[config.mk]
export PLATFORM = sky130hd
export DESIGN_NAME = expression_language_lexer_flat
export DESIGN_NICKNAME = d
export VERILOG_FILES = /design/src/hdl/elx_pkg.sv /design/src/hdl/elx_in_if.sv /design/src/hdl/elx_out_if.sv /design/src/hdl/expression_language_lexer.sv /design/src/hdl/elx_front.sv /design/src/hdl/elx_fifo.sv /design/src/hdl/elx_back.sv /design/src/flat_wrapper.sv
export SDC_FILE = /design/constraint.sdc
export NUM_CORES = 1
export LEC_CHECK = 0
export ABC_AREA = 1
export BUFFER_PORTS_ARGS = -buffer_cell sky130_fd_sc_hd__buf_2
export CAP_MARGIN = 20
export CORE_MARGIN = 2
export CORE_UTILIZATION = 45
export CTS_CLUSTER_SIZE = 40
export DETAILED_ROUTE_END_ITERATION = 7
export PLACE_DENSITY_LB_ADDON = 0.3
export SYNTH_ARGS = -nofsm -noshare
export SYNTH_HDL_FRONTEND = slang
export SYNTH_HIERARCHICAL = 1
export SYNTH_SLANG_ARGS = --single-unit
[constraint.sdc]
create_clock -name clk -period 11.8 [get_ports clk]
set_clock_uncertainty 0.2 [all_clocks]
set_input_delay 1.18 -clock clk [delete_from_list [all_inputs] [get_ports clk]]
set_output_delay 1.18 -clock clk [all_outputs]
set_load 0.05 [all_outputs]
[src/hdl/elx_pkg.sv]
// Shared types, constants and character classes of the expression lexer.
`timescale 1ns / 1ps
package elx_pkg;

    localparam int POS_W = 20;
    localparam int KIND_W = 5;
    localparam int CODE_W = 2;
    localparam int NKEYS = 7;
    localparam int MAX_INPUT_BYTES_DEF = 1048576;
    localparam int QUEUE_DEPTH_DEF = 4;

    // Input opcodes.
    localparam logic OP_BYTE = 1'b0;
    localparam logic OP_END  = 1'b1;

    // Token kinds.
    localparam logic [KIND_W-1:0] K_NUMBER = 5'd0;
    localparam logic [KIND_W-1:0] K_STRING = 5'd1;
    localparam logic [KIND_W-1:0] K_IDENT  = 5'd2;
    localparam logic [KIND_W-1:0] K_LBRACE = 5'd8;
    localparam logic [KIND_W-1:0] K_RBRACE = 5'd9;
    localparam logic [KIND_W-1:0] K_LPAREN = 5'd10;
    localparam logic [KIND_W-1:0] K_RPAREN = 5'd11;
    localparam logic [KIND_W-1:0] K_LBRACK = 5'd12;
    localparam logic [KIND_W-1:0] K_RBRACK = 5'd13;
    localparam logic [KIND_W-1:0] K_COLON  = 5'd14;
    localparam logic [KIND_W-1:0] K_EQUALS = 5'd15;
    localparam logic [KIND_W-1:0] K_EOF    = 5'd18;
    localparam logic [KIND_W-1:0] K_ERROR  = 5'd19;

    // Error codes.
    localparam logic [CODE_W-1:0] ERR_NONE         = 2'd0;
    localparam logic [CODE_W-1:0] ERR_UNEXPECTED   = 2'd1;
    localparam logic [CODE_W-1:0] ERR_UNTERMINATED = 2'd2;

    // Keyword text, left-justified, with lengths and kinds.
    localparam logic [47:0] KEY_STR [NKEYS] = '{
        {"if", 32'h0}, {"lambda"}, {"let", 24'h0}, {"in", 32'h0},
        {"end", 24'h0}, {"true", 16'h0}, {"false", 8'h0}
    };
    localparam logic [2:0] KEY_LEN [NKEYS] = '{3'd2, 3'd6, 3'd3, 3'd2, 3'd3, 3'd4, 3'd5};
    localparam logic [KIND_W-1:0] KEY_KIND [NKEYS] = '{
        5'd3, 5'd4, 5'd5, 5'd6, 5'd7, 5'd16, 5'd17
    };

    // One result as the front end records it; the length is finished later.
    typedef struct packed {
        logic [KIND_W-1:0] kind;
        logic [CODE_W-1:0] code;
        logic [POS_W-1:0]  start_off;
        logic [POS_W-1:0]  end_off;
        logic              len_one;
        logic [POS_W-1:0]  line;
        logic [POS_W-1:0]  col;
    } elx_rec_t;

    // All results of one request: one or two.
    typedef struct packed {
        logic     pair;
        elx_rec_t rec0;
        elx_rec_t rec1;
    } elx_entry_t;

    typedef struct packed {
        logic       push;
        elx_entry_t entry;
    } elx_wr_t;

    typedef struct packed {
        logic       avail;
        elx_entry_t head;
    } elx_qstat_t;

    function automatic logic is_digit(input logic [7:0] c);
        return (c >= "0") && (c <= "9");
    endfunction

    function automatic logic is_alpha(input logic [7:0] c);
        return ((c >= "a") && (c <= "z")) || ((c >= "A") && (c <= "Z"));
    endfunction

    function automatic logic is_space(input logic [7:0] c);
        return (c == " ") || ((c >= 8'd9) && (c <= 8'd13));
    endfunction

    function automatic logic ident_first(input logic [7:0] c);
        return is_alpha(c) || c == "_" || c == "+" || c == "*" || c == "/" ||
               c == "<" || c == ">" || c == "?" || c == "!";
    endfunction

    function automatic logic ident_more(input logic [7:0] c);
        return is_alpha(c) || is_digit(c) || c == "_" || c == "-" || c == "?" ||
               c == "!" || c == "+" || c == "*" || c == "/" || c == "<" ||
               c == "=" || c == ">";
    endfunction

    // Returns the punctuation kind in the low bits; the top bit flags a match.
    function automatic logic [KIND_W:0] punct_kind(input logic [7:0] c);
        logic [KIND_W:0] r;
        unique case (c)
            "{":     r = {1'b1, K_LBRACE};
            "}":     r = {1'b1, K_RBRACE};
            "(":     r = {1'b1, K_LPAREN};
            ")":     r = {1'b1, K_RPAREN};
            "[":     r = {1'b1, K_LBRACK};
            "]":     r = {1'b1, K_RBRACK};
            ":":     r = {1'b1, K_COLON};
            "=":     r = {1'b1, K_EQUALS};
            default: r = '0;
        endcase
        return r;
    endfunction

    function automatic logic [7:0] key_char(input int i, input logic [2:0] k);
        logic [47:0] s;
        logic [7:0]  r;
        s = KEY_STR[i];
        unique case (k)
            3'd0:    r = s[47:40];
            3'd1:    r = s[39:32];
            3'd2:    r = s[31:24];
            3'd3:    r = s[23:16];
            3'd4:    r = s[15:8];
            3'd5:    r = s[7:0];
            default: r = 8'h0;
        endcase
        return r;
    endfunction

    // Drops every keyword whose text does not have byte c at position k.
    function automatic logic [NKEYS-1:0] narrow_keys(input logic [NKEYS-1:0] kw,
                                                     input logic [POS_W-1:0] k,
                                                     input logic [7:0] c);
        logic [NKEYS-1:0] r;
        logic             in_range;
        r = kw;
        for (int i = 0; i < NKEYS; i++) begin
            in_range = (k[POS_W-1:3] == '0) && (k[2:0] < KEY_LEN[i]);
            if (!(in_range && key_char(i, k[2:0]) == c))
            begin
                r[i] = 1'b0;
            end
        end
        return r;
    endfunction

    // The first surviving keyword of matching length names the kind.
    function automatic logic [KIND_W-1:0] ident_kind(input logic [NKEYS-1:0] kw,
                                                     input logic [POS_W-1:0] len);
        logic [KIND_W-1:0] r;
        r = K_IDENT;
        for (int i = NKEYS - 1; i >= 0; i--) begin
            if (kw[i] && len == POS_W'(KEY_LEN[i]))
            begin
                r = KEY_KIND[i];
            end
        end
        return r;
    endfunction

endpackage

[src/hdl/elx_in_if.sv]
// Input channel: one source byte or end marker per request.
`timescale 1ns / 1ps
interface elx_in_if;
    logic       valid;
    logic       ready;
    logic       opcode;
    logic [7:0] character;

    modport source (output valid, output opcode, output character, input ready);
    modport sink (input valid, input opcode, input character, output ready);
endinterface

[src/hdl/elx_out_if.sv]
// Output channel: one token per request.
`timescale 1ns / 1ps
interface elx_out_if;
    logic        valid;
    logic        ready;
    logic [4:0]  token_kind;
    logic [1:0]  error_code;
    logic [19:0] start_offset;
    logic [19:0] token_length;
    logic [19:0] line_number;
    logic [19:0] column_number;
    logic        last;

    modport source (output valid, output token_kind, output error_code, output start_offset,
                    output token_length, output line_number, output column_number,
                    output last, input ready);
    modport sink (input valid, input token_kind, input error_code, input start_offset,
                  input token_length, input line_number, input column_number,
                  input last, output ready);
endinterface

[src/hdl/expression_language_lexer.sv]
// Streaming lexer for a small bracketed expression language: top level.
//
// in_chan carries one request per source byte (opcode 0) and one end marker
// (opcode 1) per stream. out_chan carries one request per token with kind,
// error code, start offset, length, line and column; last marks the final
// token caused by one input request. One input request gives zero, one or two
// tokens.
// A byte is taken every cycle while the token queue has room. The first token
// of a byte passes through the queue and then the output register before it
// is presented on out_chan. The second token of a byte is loaded into the
// output register once the first is taken. Bytes that give two tokens
// therefore occupy the output register twice, which the queue absorbs.
// The lexer state updates once per byte in the front end; the output register
// accepts one token per cycle while out_chan.ready stays high.
// Reset clears the lexer to the start of a stream and empties the queue.
// When the receiver stalls, the output register holds its token, the queue
// fills, and in_chan.ready drops once QUEUE_DEPTH byte groups are waiting.
`timescale 1ns / 1ps
module expression_language_lexer #(
    parameter int MAX_INPUT_BYTES = elx_pkg::MAX_INPUT_BYTES_DEF,
    parameter int QUEUE_DEPTH = elx_pkg::QUEUE_DEPTH_DEF
) (
    input  logic      clk,
    input  logic      rst_n,
    elx_in_if.sink    in_chan,
    elx_out_if.source out_chan
);
    import elx_pkg::*;

    elx_wr_t    wr;
    elx_qstat_t stat;
    logic       full;
    logic       pop;

    elx_front #(
        .MAX_INPUT_BYTES(MAX_INPUT_BYTES)
    ) u_front (
        .clk(clk),
        .rst_n(rst_n),
        .in_chan(in_chan),
        .full(full),
        .wr(wr)
    );

    elx_fifo #(
        .DEPTH(QUEUE_DEPTH)
    ) u_fifo (
        .clk(clk),
        .rst_n(rst_n),
        .wr(wr),
        .pop(pop),
        .full(full),
        .stat(stat)
    );

    elx_back u_back (
        .clk(clk),
        .rst_n(rst_n),
        .stat(stat),
        .pop(pop),
        .out_chan(out_chan)
    );

endmodule

[src/hdl/elx_front.sv]
// Lexer front end: one byte per cycle unless the queue is full; tracks positions, records tokens.
`timescale 1ns / 1ps
module elx_front #(
    parameter int MAX_INPUT_BYTES = elx_pkg::MAX_INPUT_BYTES_DEF
) (
    input  logic            clk,
    input  logic            rst_n,
    elx_in_if.sink          in_chan,
    input  logic            full,
    output elx_pkg::elx_wr_t wr
);
    import elx_pkg::*;

    localparam logic [POS_W-1:0] POS_MAX = (MAX_INPUT_BYTES - 1 < 32'hFFFFF) ?
        POS_W'(MAX_INPUT_BYTES - 1) : {POS_W{1'b1}};
    localparam logic [POS_W-1:0] POS_ONE = POS_W'(1);

    typedef enum logic [6:0] {
        M_IDLE  = 7'b0000001,
        M_MINUS = 7'b0000010,
        M_INT   = 7'b0000100,
        M_FRAC  = 7'b0001000,
        M_STR   = 7'b0010000,
        M_ESC   = 7'b0100000,
        M_IDENT = 7'b1000000
    } mode_t;

    mode_t            mode_reg, mode_next;
    logic [NKEYS-1:0] kw_reg, kw_next;
    logic [POS_W-1:0] tok_off_reg, tok_off_next;
    logic [POS_W-1:0] tok_line_reg, tok_line_next;
    logic [POS_W-1:0] tok_col_reg, tok_col_next;
    logic [POS_W-1:0] cur_off_reg, cur_off_next;
    logic [POS_W-1:0] cur_line_reg, cur_line_next;
    logic [POS_W-1:0] cur_col_reg, cur_col_next;
    logic             err_reg, err_next;

    logic             accept;
    logic [7:0]       c;
    logic [POS_W-1:0] k;
    logic [POS_W-1:0] off_inc;
    logic [POS_W-1:0] line_inc;
    logic [POS_W-1:0] col_inc;
    logic [KIND_W:0]  pk;
    logic             relex;
    logic             have_a;
    logic             have_b;
    elx_rec_t         rec_a;
    elx_rec_t         rec_b;
    elx_rec_t         r;

    function automatic logic [POS_W-1:0] sat_inc(input logic [POS_W-1:0] v);
        return (v >= POS_MAX) ? POS_MAX : v + POS_ONE;
    endfunction

    function automatic elx_rec_t make_rec(input logic [KIND_W-1:0] kind,
                                          input logic [CODE_W-1:0] code,
                                          input logic [POS_W-1:0] so,
                                          input logic [POS_W-1:0] eo,
                                          input logic one,
                                          input logic [POS_W-1:0] ln,
                                          input logic [POS_W-1:0] cl);
        elx_rec_t x;
        x.kind = kind;
        x.code = code;
        x.start_off = so;
        x.end_off = eo;
        x.len_one = one;
        x.line = ln;
        x.col = cl;
        return x;
    endfunction

    assign in_chan.ready = ~full;
    assign accept = in_chan.valid & ~full;
    assign c = in_chan.character;
    assign k = cur_off_reg - tok_off_reg;
    assign off_inc = sat_inc(cur_off_reg);
    assign line_inc = sat_inc(cur_line_reg);
    assign col_inc = sat_inc(cur_col_reg);
    assign pk = punct_kind(c);

    always_comb
    begin
        mode_next = mode_reg;
        kw_next = kw_reg;
        tok_off_next = tok_off_reg;
        tok_line_next = tok_line_reg;
        tok_col_next = tok_col_reg;
        cur_off_next = cur_off_reg;
        cur_line_next = cur_line_reg;
        cur_col_next = cur_col_reg;
        err_next = err_reg;
        relex = 1'b0;
        have_a = 1'b0;
        have_b = 1'b0;
        rec_a = '0;
        rec_b = '0;
        r = '0;

        if (accept && in_chan.opcode == OP_END)
        begin
            if (!err_reg)
            begin
                unique case (mode_reg)
                    M_MINUS, M_IDENT:
                    begin
                        rec_a = make_rec(ident_kind(kw_reg, k), ERR_NONE, tok_off_reg,
                                         cur_off_reg, 1'b0, tok_line_reg, tok_col_reg);
                        have_a = 1'b1;
                    end
                    M_INT, M_FRAC:
                    begin
                        rec_a = make_rec(K_NUMBER, ERR_NONE, tok_off_reg, cur_off_reg,
                                         1'b0, tok_line_reg, tok_col_reg);
                        have_a = 1'b1;
                    end
                    M_STR, M_ESC:
                    begin
                        rec_a = make_rec(K_ERROR, ERR_UNTERMINATED, tok_off_reg, cur_off_reg,
                                         1'b0, tok_line_reg, tok_col_reg);
                        have_a = 1'b1;
                    end
                    default:
                    begin
                        have_a = 1'b0;
                    end
                endcase
                if (!(mode_reg == M_STR || mode_reg == M_ESC))
                begin
                    r = make_rec(K_EOF, ERR_NONE, cur_off_reg, cur_off_reg, 1'b0,
                                 cur_line_reg, cur_col_reg);
                    if (have_a)
                    begin
                        rec_b = r;
                        have_b = 1'b1;
                    end
                    else
                    begin
                        rec_a = r;
                        have_a = 1'b1;
                    end
                end
            end
            // Every position returns to its reset value for the next stream.
            mode_next = M_IDLE;
            kw_next = '0;
            tok_off_next = '0;
            tok_line_next = POS_ONE;
            tok_col_next = POS_ONE;
            cur_off_next = '0;
            cur_line_next = POS_ONE;
            cur_col_next = POS_ONE;
            err_next = 1'b0;
        end
        else if (accept && !err_reg)
        begin
            // Continue the token in progress; relex marks a byte to be lexed as a new start.
            unique case (mode_reg)
                M_STR:
                begin
                    cur_off_next = off_inc;
                    cur_col_next = col_inc;
                    if (c == "\"")
                    begin
                        rec_a = make_rec(K_STRING, ERR_NONE, tok_off_reg, off_inc, 1'b0,
                                         tok_line_reg, tok_col_reg);
                        have_a = 1'b1;
                        mode_next = M_IDLE;
                    end
                    else if (c == "\\")
                    begin
                        mode_next = M_ESC;
                    end
                end
                M_ESC:
                begin
                    cur_off_next = off_inc;
                    cur_col_next = col_inc;
                    mode_next = M_STR;
                end
                M_MINUS, M_IDENT:
                begin
                    if (mode_reg == M_MINUS && is_digit(c))
                    begin
                        cur_off_next = off_inc;
                        cur_col_next = col_inc;
                        mode_next = M_INT;
                    end
                    else if (ident_more(c))
                    begin
                        kw_next = narrow_keys(kw_reg, k, c);
                        cur_off_next = off_inc;
                        cur_col_next = col_inc;
                        mode_next = M_IDENT;
                    end
                    else
                    begin
                        rec_a = make_rec(ident_kind(kw_reg, k), ERR_NONE, tok_off_reg,
                                         cur_off_reg, 1'b0, tok_line_reg, tok_col_reg);
                        have_a = 1'b1;
                        mode_next = M_IDLE;
                        relex = 1'b1;
                    end
                end
                M_INT, M_FRAC:
                begin
                    if (is_digit(c))
                    begin
                        cur_off_next = off_inc;
                        cur_col_next = col_inc;
                    end
                    else if (mode_reg == M_INT && c == ".")
                    begin
                        cur_off_next = off_inc;
                        cur_col_next = col_inc;
                        mode_next = M_FRAC;
                    end
                    else
                    begin
                        rec_a = make_rec(K_NUMBER, ERR_NONE, tok_off_reg, cur_off_reg, 1'b0,
                                         tok_line_reg, tok_col_reg);
                        have_a = 1'b1;
                        mode_next = M_IDLE;
                        relex = 1'b1;
                    end
                end
                default:
                begin
                    mode_next = M_IDLE;
                    relex = 1'b1;
                end
            endcase

            // The byte as a possible new token start; positions advance unless it is unexpected.
            if (relex)
            begin
                priority if (is_space(c))
                begin
                    cur_off_next = off_inc;
                    if (c == 8'h0A)
                    begin
                        cur_line_next = line_inc;
                        cur_col_next = POS_ONE;
                    end
                    else
                    begin
                        cur_col_next = col_inc;
                    end
                end
                else if (is_digit(c) || c == "-" || c == "\"" || ident_first(c))
                begin
                    tok_off_next = cur_off_reg;
                    tok_line_next = cur_line_reg;
                    tok_col_next = cur_col_reg;
                    cur_off_next = off_inc;
                    cur_col_next = col_inc;
                    priority if (is_digit(c))
                    begin
                        mode_next = M_INT;
                    end
                    else if (c == "-")
                    begin
                        mode_next = M_MINUS;
                        kw_next = '0;
                    end
                    else if (c == "\"")
                    begin
                        mode_next = M_STR;
                    end
                    else
                    begin
                        mode_next = M_IDENT;
                        kw_next = narrow_keys({NKEYS{1'b1}}, '0, c);
                    end
                end
                else
                begin
                    if (pk[KIND_W])
                    begin
                        r = make_rec(pk[KIND_W-1:0], ERR_NONE, cur_off_reg, cur_off_reg,
                                     1'b1, cur_line_reg, cur_col_reg);
                        cur_off_next = off_inc;
                        cur_col_next = col_inc;
                    end
                    else
                    begin
                        r = make_rec(K_ERROR, ERR_UNEXPECTED, cur_off_reg, cur_off_reg,
                                     1'b1, cur_line_reg, cur_col_reg);
                        err_next = 1'b1;
                    end
                    if (have_a)
                    begin
                        rec_b = r;
                        have_b = 1'b1;
                    end
                    else
                    begin
                        rec_a = r;
                        have_a = 1'b1;
                    end
                end
            end
        end
    end

    assign wr.push = accept & have_a;
    assign wr.entry.pair = have_b;
    assign wr.entry.rec0 = rec_a;
    assign wr.entry.rec1 = rec_b;

    always_ff @(posedge clk or negedge rst_n)
    begin
        if (!rst_n)
        begin
            mode_reg <= M_IDLE;
            kw_reg <= '0;
            tok_off_reg <= '0;
            tok_line_reg <= POS_ONE;
            tok_col_reg <= POS_ONE;
            cur_off_reg <= '0;
            cur_line_reg <= POS_ONE;
            cur_col_reg <= POS_ONE;
            err_reg <= 1'b0;
        end
        else
        begin
            mode_reg <= mode_next;
            kw_reg <= kw_next;
            tok_off_reg <= tok_off_next;
            tok_line_reg <= tok_line_next;
            tok_col_reg <= tok_col_next;
            cur_off_reg <= cur_off_next;
            cur_line_reg <= cur_line_next;
            cur_col_reg <= cur_col_next;
            err_reg <= err_next;
        end
    end

endmodule

[src/hdl/elx_fifo.sv]
// Short queue of token groups between the lexer front end and the output stage.
`timescale 1ns / 1ps
module elx_fifo #(
    parameter int DEPTH = elx_pkg::QUEUE_DEPTH_DEF
) (
    input  logic               clk,
    input  logic               rst_n,
    input  elx_pkg::elx_wr_t   wr,
    input  logic               pop,
    output logic               full,
    output elx_pkg::elx_qstat_t stat
);
    import elx_pkg::*;

    localparam int PTR_W = (DEPTH > 1) ? $clog2(DEPTH) : 1;
    localparam int CNT_W = $clog2(DEPTH + 1);
    localparam logic [PTR_W-1:0] PTR_LAST = PTR_W'(DEPTH - 1);
    localparam logic [CNT_W-1:0] CNT_FULL = CNT_W'(DEPTH);
    localparam logic [CNT_W-1:0] CNT_ONE = CNT_W'(1);

    elx_entry_t       slots [DEPTH];
    logic [PTR_W-1:0] wr_ptr_reg, wr_ptr_next;
    logic [PTR_W-1:0] rd_ptr_reg, rd_ptr_next;
    logic [CNT_W-1:0] count_reg, count_next;
    logic             do_push;
    logic             do_pop;

    assign full = (count_reg == CNT_FULL);
    assign do_push = wr.push & ~full;
    assign do_pop = pop & (count_reg != '0);
    assign stat.avail = (count_reg != '0);
    assign stat.head = slots[rd_ptr_reg];

    always_comb
    begin
        wr_ptr_next = wr_ptr_reg;
        rd_ptr_next = rd_ptr_reg;
        count_next = count_reg;
        if (do_push)
        begin
            wr_ptr_next = (wr_ptr_reg == PTR_LAST) ? '0 : wr_ptr_reg + PTR_W'(1);
        end
        if (do_pop)
        begin
            rd_ptr_next = (rd_ptr_reg == PTR_LAST) ? '0 : rd_ptr_reg + PTR_W'(1);
        end
        if (do_push && !do_pop)
        begin
            count_next = count_reg + CNT_ONE;
        end
        else if (do_pop && !do_push)
        begin
            count_next = count_reg - CNT_ONE;
        end
    end

    always_ff @(posedge clk)
    begin
        if (do_push)
        begin
            slots[wr_ptr_reg] <= wr.entry;
        end
    end

    always_ff @(posedge clk or negedge rst_n)
    begin
        if (!rst_n)
        begin
            wr_ptr_reg <= '0;
            rd_ptr_reg <= '0;
            count_reg <= '0;
        end
        else
        begin
            wr_ptr_reg <= wr_ptr_next;
            rd_ptr_reg <= rd_ptr_next;
            count_reg <= count_next;
        end
    end

endmodule

[src/hdl/elx_back.sv]
// Output stage: splits each token group into requests and finishes the token length.
`timescale 1ns / 1ps
module elx_back (
    input  logic                clk,
    input  logic                rst_n,
    input  elx_pkg::elx_qstat_t stat,
    output logic                pop,
    elx_out_if.source           out_chan
);
    import elx_pkg::*;

    logic              valid_reg;
    logic              sel_reg, sel_next;
    logic [KIND_W-1:0] kind_reg;
    logic [CODE_W-1:0] code_reg;
    logic [POS_W-1:0]  off_reg;
    logic [POS_W-1:0]  len_reg, len_next;
    logic [POS_W-1:0]  line_reg;
    logic [POS_W-1:0]  col_reg;
    logic              last_reg;
    logic              load;
    logic              final_rec;
    elx_rec_t          rec;

    assign load = stat.avail & (~valid_reg | out_chan.ready);
    assign rec = sel_reg ? stat.head.rec1 : stat.head.rec0;
    assign final_rec = ~stat.head.pair | sel_reg;
    assign pop = load & final_rec;
    assign sel_next = load ? ~final_rec : sel_reg;
    assign len_next = rec.len_one ? POS_W'(1) : rec.end_off - rec.start_off;

    always_ff @(posedge clk or negedge rst_n)
    begin
        if (!rst_n)
        begin
            valid_reg <= 1'b0;
            sel_reg <= 1'b0;
        end
        else
        begin
            sel_reg <= sel_next;
            if (load)
            begin
                valid_reg <= 1'b1;
            end
            else if (out_chan.ready)
            begin
                valid_reg <= 1'b0;
            end
        end
    end

    always_ff @(posedge clk)
    begin
        if (load)
        begin
            kind_reg <= rec.kind;
            code_reg <= rec.code;
            off_reg <= rec.start_off;
            len_reg <= len_next;
            line_reg <= rec.line;
            col_reg <= rec.col;
            last_reg <= final_rec;
        end
    end

    assign out_chan.valid = valid_reg;
    assign out_chan.token_kind = kind_reg;
    assign out_chan.error_code = code_reg;
    assign out_chan.start_offset = off_reg;
    assign out_chan.token_length = len_reg;
    assign out_chan.line_number = line_reg;
    assign out_chan.column_number = col_reg;
    assign out_chan.last = last_reg;

endmodule

[src/flat_wrapper.sv]
// flat-port wrapper written by rule: the top's interface ports become plain ports
module expression_language_lexer_flat import elx_pkg::*;
#(
    parameter int MAX_INPUT_BYTES = elx_pkg::MAX_INPUT_BYTES_DEF,
    parameter int QUEUE_DEPTH = elx_pkg::QUEUE_DEPTH_DEF
)
  (clk, rst_n, in_chan_valid, in_chan_opcode, in_chan_character, in_chan_ready, out_chan_valid, out_chan_token_kind, out_chan_error_code, out_chan_start_offset, out_chan_token_length, out_chan_line_number, out_chan_column_number, out_chan_last, out_chan_ready);
  elx_in_if in_chan_i ();
  elx_out_if out_chan_i ();
  input  logic clk;
  input  logic rst_n;
  input wire logic [$bits(in_chan_i.valid)-1:0] in_chan_valid;
  input wire logic [$bits(in_chan_i.opcode)-1:0] in_chan_opcode;
  input wire logic [$bits(in_chan_i.character)-1:0] in_chan_character;
  output wire logic [$bits(in_chan_i.ready)-1:0] in_chan_ready;
  output wire logic [$bits(out_chan_i.valid)-1:0] out_chan_valid;
  output wire logic [$bits(out_chan_i.token_kind)-1:0] out_chan_token_kind;
  output wire logic [$bits(out_chan_i.error_code)-1:0] out_chan_error_code;
  output wire logic [$bits(out_chan_i.start_offset)-1:0] out_chan_start_offset;
  output wire logic [$bits(out_chan_i.token_length)-1:0] out_chan_token_length;
  output wire logic [$bits(out_chan_i.line_number)-1:0] out_chan_line_number;
  output wire logic [$bits(out_chan_i.column_number)-1:0] out_chan_column_number;
  output wire logic [$bits(out_chan_i.last)-1:0] out_chan_last;
  input wire logic [$bits(out_chan_i.ready)-1:0] out_chan_ready;
  assign in_chan_i.valid = in_chan_valid;
  assign in_chan_i.opcode = in_chan_opcode;
  assign in_chan_i.character = in_chan_character;
  assign in_chan_ready = in_chan_i.ready;
  assign out_chan_valid = out_chan_i.valid;
  assign out_chan_token_kind = out_chan_i.token_kind;
  assign out_chan_error_code = out_chan_i.error_code;
  assign out_chan_start_offset = out_chan_i.start_offset;
  assign out_chan_token_length = out_chan_i.token_length;
  assign out_chan_line_number = out_chan_i.line_number;
  assign out_chan_column_number = out_chan_i.column_number;
  assign out_chan_last = out_chan_i.last;
  assign out_chan_i.ready = out_chan_ready;
  expression_language_lexer #(.MAX_INPUT_BYTES(MAX_INPUT_BYTES), .QUEUE_DEPTH(QUEUE_DEPTH)) u_core (.clk(clk), .rst_n(rst_n), .in_chan(in_chan_i), .out_chan(out_chan_i));
endmodule
## Word-level counts from Yosys, hierarchy flattened

Memory sizes are Yosys's and may differ from the RTL's.
Cells that the tools add are included.

| word-level totals | value |
|---|---|
| register bits after elaboration | 232 |
| RAM bits | 708 |
| input port bits | 13 |
| output and inout port bits | 90 |
| logic and storage cells | 435 |
| memories | 1 |

| cells by class | value |
|---|---|
| $add $sub $neg | 9 |
| order comparisons | 16 |
| eq/ne operators | 56 |
| muxes and demuxes | 245 |
| bitwise logic cells | 12 |
| reductions and logical operators | 75 |

Memory list:

| name | depth | width | rd ports | clocked after memory_dff | write ports | RTL line | text |
|---|---|---|---|---|---|---|---|
| u_core.u_fifo.slots | 4 | 177 | 1 | 0 | 1 | elx_fifo.sv:21 | `elx_entry_t slots [DEPTH];` |

Operators by type and width:

| kind | number |
|---|---|
| 88-bit 2-to-1 mux | 22 |
| 20-bit 2-to-1 mux | 44 |
| 8-bit 2-to-1 mux | 75 |
| 88-bit case mux with 3 select lines | 2 |
| 7-bit 2-to-1 mux | 24 |
| 81-bit 2-to-1 mux | 2 |
| 8-bit by 6-bit equality test with 1-bit output, second input constant | 15 |
| 20-bit case mux with 3 select lines | 2 |
| 8-bit equality test | 12 |
| 84-bit 2-to-1 mux | 1 |
| 7-bit case mux with 5 select lines | 2 |
| 20-bit by 1-bit adder with 20-bit output, second input constant | 3 |
| 20-bit by 3-bit equality test with 1-bit output, second input constant | 3 |
| 20-bit >= comparator, second input constant | 3 |
| 7-bit case mux with 4 select lines | 2 |
| 1-bit 2-to-1 mux | 50 |
| 8-bit by 7-bit equality test with 1-bit output, second input constant | 6 |
| 6-bit case mux with 8 select lines | 1 |
| 7-bit case mux with 3 select lines | 2 |
| 20-bit by 2-bit equality test with 1-bit output, second input constant | 2 |
| 20-bit subtractor | 2 |
| 5-bit 2-to-1 mux | 7 |
| 1-bit logical AND | 29 |
| 7-bit case mux with 2 select lines | 2 |
| 41 further kinds | 100 |

## Depth between registers and ports, before layout

| depth | value |
|---|---|
| word-level depth | 33 |
| gate-level depth with buffers | 26 |
| depth with buffers taken out | 25 |

## By module

Netlist, hierarchy kept.

By module, submodules not included:

| module | times used | cells an instance | area each (um2) | sequential area each (um2) |
|---|---|---|---|---|
| elx_fifo | 1 | 2,125 | 28,828.9 | 21,435.6 |
| elx_front | 1 | 1,954 | 12,540.8 | 3,384.5 |
| elx_back | 1 | 624 | 5,173.7 | 2,692.6 |

## Worst setup path before layout

Ideal clock, no wire load.

| timing path | value |
|---|---|
| path type | in2reg |
| from | input port in_chan_character[0] |
| to | memory u_core/u_fifo/slots[0][0] (netlist bit) (enable) |
| setup time | 0.717 ns |
| arrival time | 10.138 ns |
| required time | 10.883 ns |
| setup slack | 0.744 ns |
| stages | 18 |
| path buffers | 1 |
| cell sequence | buf_6 inv_4 nor2_4 inv_2 nor2_4 inv_2 nand2_2 nand2_4 inv_2 nor2_2 nor2_2 nor3_4 nand2_4 nor2_8 nand2_4 a21oi_1 nand2_1 nor2_1 |

RTL lines:

| what | RTL line | text |
|---|---|---|
| start: declaration | flat_wrapper.sv:14 | `input wire logic [$bits(in_chan_i.character)-1:0] in_chan_character;` |
| end: declaration | elx_fifo.sv:21 |  |

==> out/results.ini <==
[cells_and_area]
multiInputGateArea_um2=14700
syn2layout_area_growth_pct=8.19
nets=4755
final_cell_mix=1,326 x nand2_1, 796 x edfxtp_1, 647 x inv_1, 369 x o211ai_1, 221 x nor2_1
drive_above_1_share=0.0920
regMostFlops=u_core/u_fifo/slots
regArea_um2=27500
antenna_cells=0
stdcell_count=6141
layout_commonest_cell=nand2_1
largest_reg_flops=708
n_fill_cell=9357

[yosys]
synth_warnings=6
ys_seq_area_frac=0.591
syn_nets=4767
netlist_area_um2=46500
synth_edf_count=796
ys_ff_latch=940
avgSynthCellArea_um2=9.90
synth-async-reset-ratio=0.153
synth_ff_type=edfxtp_1
synthCells=4703
synth.distinct_cells=63

[sta]
hold_viol_final=0
rsz0062_at_grt=false
drv_slew=0
fmax_mhz=171
fin_tns_setup_ns=0
min_period_ns=5.85
worst_pin_slew_ns=1.17
max_slew_margin=0.218
post-route-period-util=0.495
finalSetupViolations=0

[cts]
root_buffer=clkbuf_16
post_cts_buffers=0
cts_hold_buf=0
clock-sinks=940
tritoncts=built
clock_path_buffers=3
clk_pin_slew_ns=0.07
ctsResizeCount=0
clkLatencyLatePin_ns=0.68
cts_htree_levels=3
cts_buffers=96

[global_route]
grt_busiest_layer=met2
grt_max_degree=234
grt_pass1_wl_mm=178
grt_pass1_vias=31063
track_usage=0.211
overflow=0
met3_usage=0.0291
use_met2=0.336
antenna_found_initial=2
met1_usage=0.304

[critical_path]
crit_type=primary input to flop
crit_required_ns=11.88
slowest_stage=buf_4
reg2reg_from=u_core/u_front/mode_reg[3]
crit_fanout=60
cp-startpoint=in_chan_character[3]
critPathCaptureType=flop
start_kind=primary input
path_cells=buf_2, inv_2, nor2_1, inv_2, nor2_1, o21ai_1, o21ai_1, a21oi_2, nand4_1, nand2_1, inv_2, nand2_2, nor2_1, a21oi_1, nand2_1, nor2_4, buf_4, buf_4
worstPathArrival_ns=5.93
cpPeakStageDelay_ns=0.88

[place]
dp_cells=5961
hpwlAfterDp_mm=70.5
port_buffers=102
globalplace.congestion=0.918

[power_and_ir_drop]
p_leak_uw=0.0207
ir_worst_vdd_mv=0.167
power_density_nw_per_um2=247

[floorplanning]
die_y_um=326
initial_core_util=0.456
fp.coreArea_um2=102000
die_w_um=326
row_count=117
dieArea_um2=106000
io_pins=103

[detailed_routing]
wl_mm=114
ant_nets=0
viasPerCell=5.40
dr.first_iter.drc_count=3345
routedWlPerCell_um=18.6
num_vias=33133
firstDrtPassIters=5
route.detailed.drc=0

[worst_hold_path]
hold_path.class=primary input to async pin

[flow_run]
max_cap_viol_count=0

[run_status]
outcome=finished clean

where the power goes:
| group | total, uW | switching [uW] | internal [uW] |
|---|---|---|---|
| clock | 2900 | 1290 | 1610 |
| sequential | 4560 | 232 | 4320 |
| combinational | 4970 | 3660 | 1310 |
| total | 12400 | 5180 | 7250 |
synth_stat cells (21+ instances only):
library cell,count,area (um2)
inv_1,648,2430
or2_2,21,131
ha_1,48,601
buf_4,62,465
o21ai_1,59,295
clkbuf_1,57,214
o21ai_0,200,1000
nor3_1,37,185
o211ai_1,369,2770
nand4_1,37,231
nand2_1,1327,4980
buf_6,73,822
nand3_1,132,661
buf_2,52,260
xor2_1,33,289
a22oi_1,26,195
nor2_1,227,852
a21oi_1,87,435
edfxtp_1,796,23900
dfrtp_1,139,3480
o221ai_1,36,315
inv_2,25,93.8
critical path: cells and delay by family:
family	cells	cell delay, ns
buffers and inverters	6	2.15
AND/OR/NAND/NOR	8	1.79
AO/OA/AOI/OAI	4	0.68
layout make-up:
class / count / area share
multi-input combinational: 2830 / 0.292
inverter: 682 / 0.0511
clock buffer: 130 / 0.0512
timing repair buffer: 141 / 0.0163
sequential: 940 / 0.547
clock inverter: 50 / 0.00825
tap: 1368 / 0.0340
through the flow:
stage	power (uW)	setup slack [ns]	hold slack (ns)	area, um2	util
final	12400	5.95	0.252	50400	0.493
after global routing	13200	5.56	0.269	50400	0.493
after CTS	12500	6.01	0.248	50400	0.493
after detailed placement	9600	5.32	0.270	47400	0.463
after global placement	9550	5.36	0.264	47400	0.463
after floorplan	8550	0.744	0.246	46500	-
kinds of logic (layout without fill, tap and decap cells):
logic type               count (synthesis)  in the layout  synth area share
AND/OR/NAND/NOR                       1863           1863             0.166
flip-flops                             940            940             0.591
buffers and inverters                  933           1003            0.0940
AO/OA/AOI/OAI                          876            876             0.128
adder cells (fa/ha/maj)                 51             51            0.0142
XOR/XNOR                                37             37           0.00696
multiplexers                             2              2          0.000430
other                                    1              1         0.0000806
final timing paths:
kind	endpoint	slack [ns]	depth (start not counted)
max	u_core/u_fifo/slots[1][115]	5.95	18
max reg2reg	u_core/u_fifo/slots[1][115]	6.32	15
max in group asynchronous	u_core/u_front/cur_line_reg[4]	9.97	2
min in group clk	u_core/u_front/tok_line_reg[3]	0.28	2
min	u_core/u_front/mode_reg[2]	0.25	1
min reg2reg	u_core/u_front/tok_line_reg[3]	0.28	2
metal layers:
| layer | share of wire | vias up | wire length [um] |
|---|---|---|---|
| met5 | 0.000088 | - | 10 |
| met1 | 0.45 | 15926 | 51600 |
| li1 | - | 15944 | - |
| met3 | 0.067 | 157 | 7650 |
| met2 | 0.46 | 1104 | 52400 |
| met4 | 0.022 | 2 | 2530 |
Power figures use the tool's default switching activity.
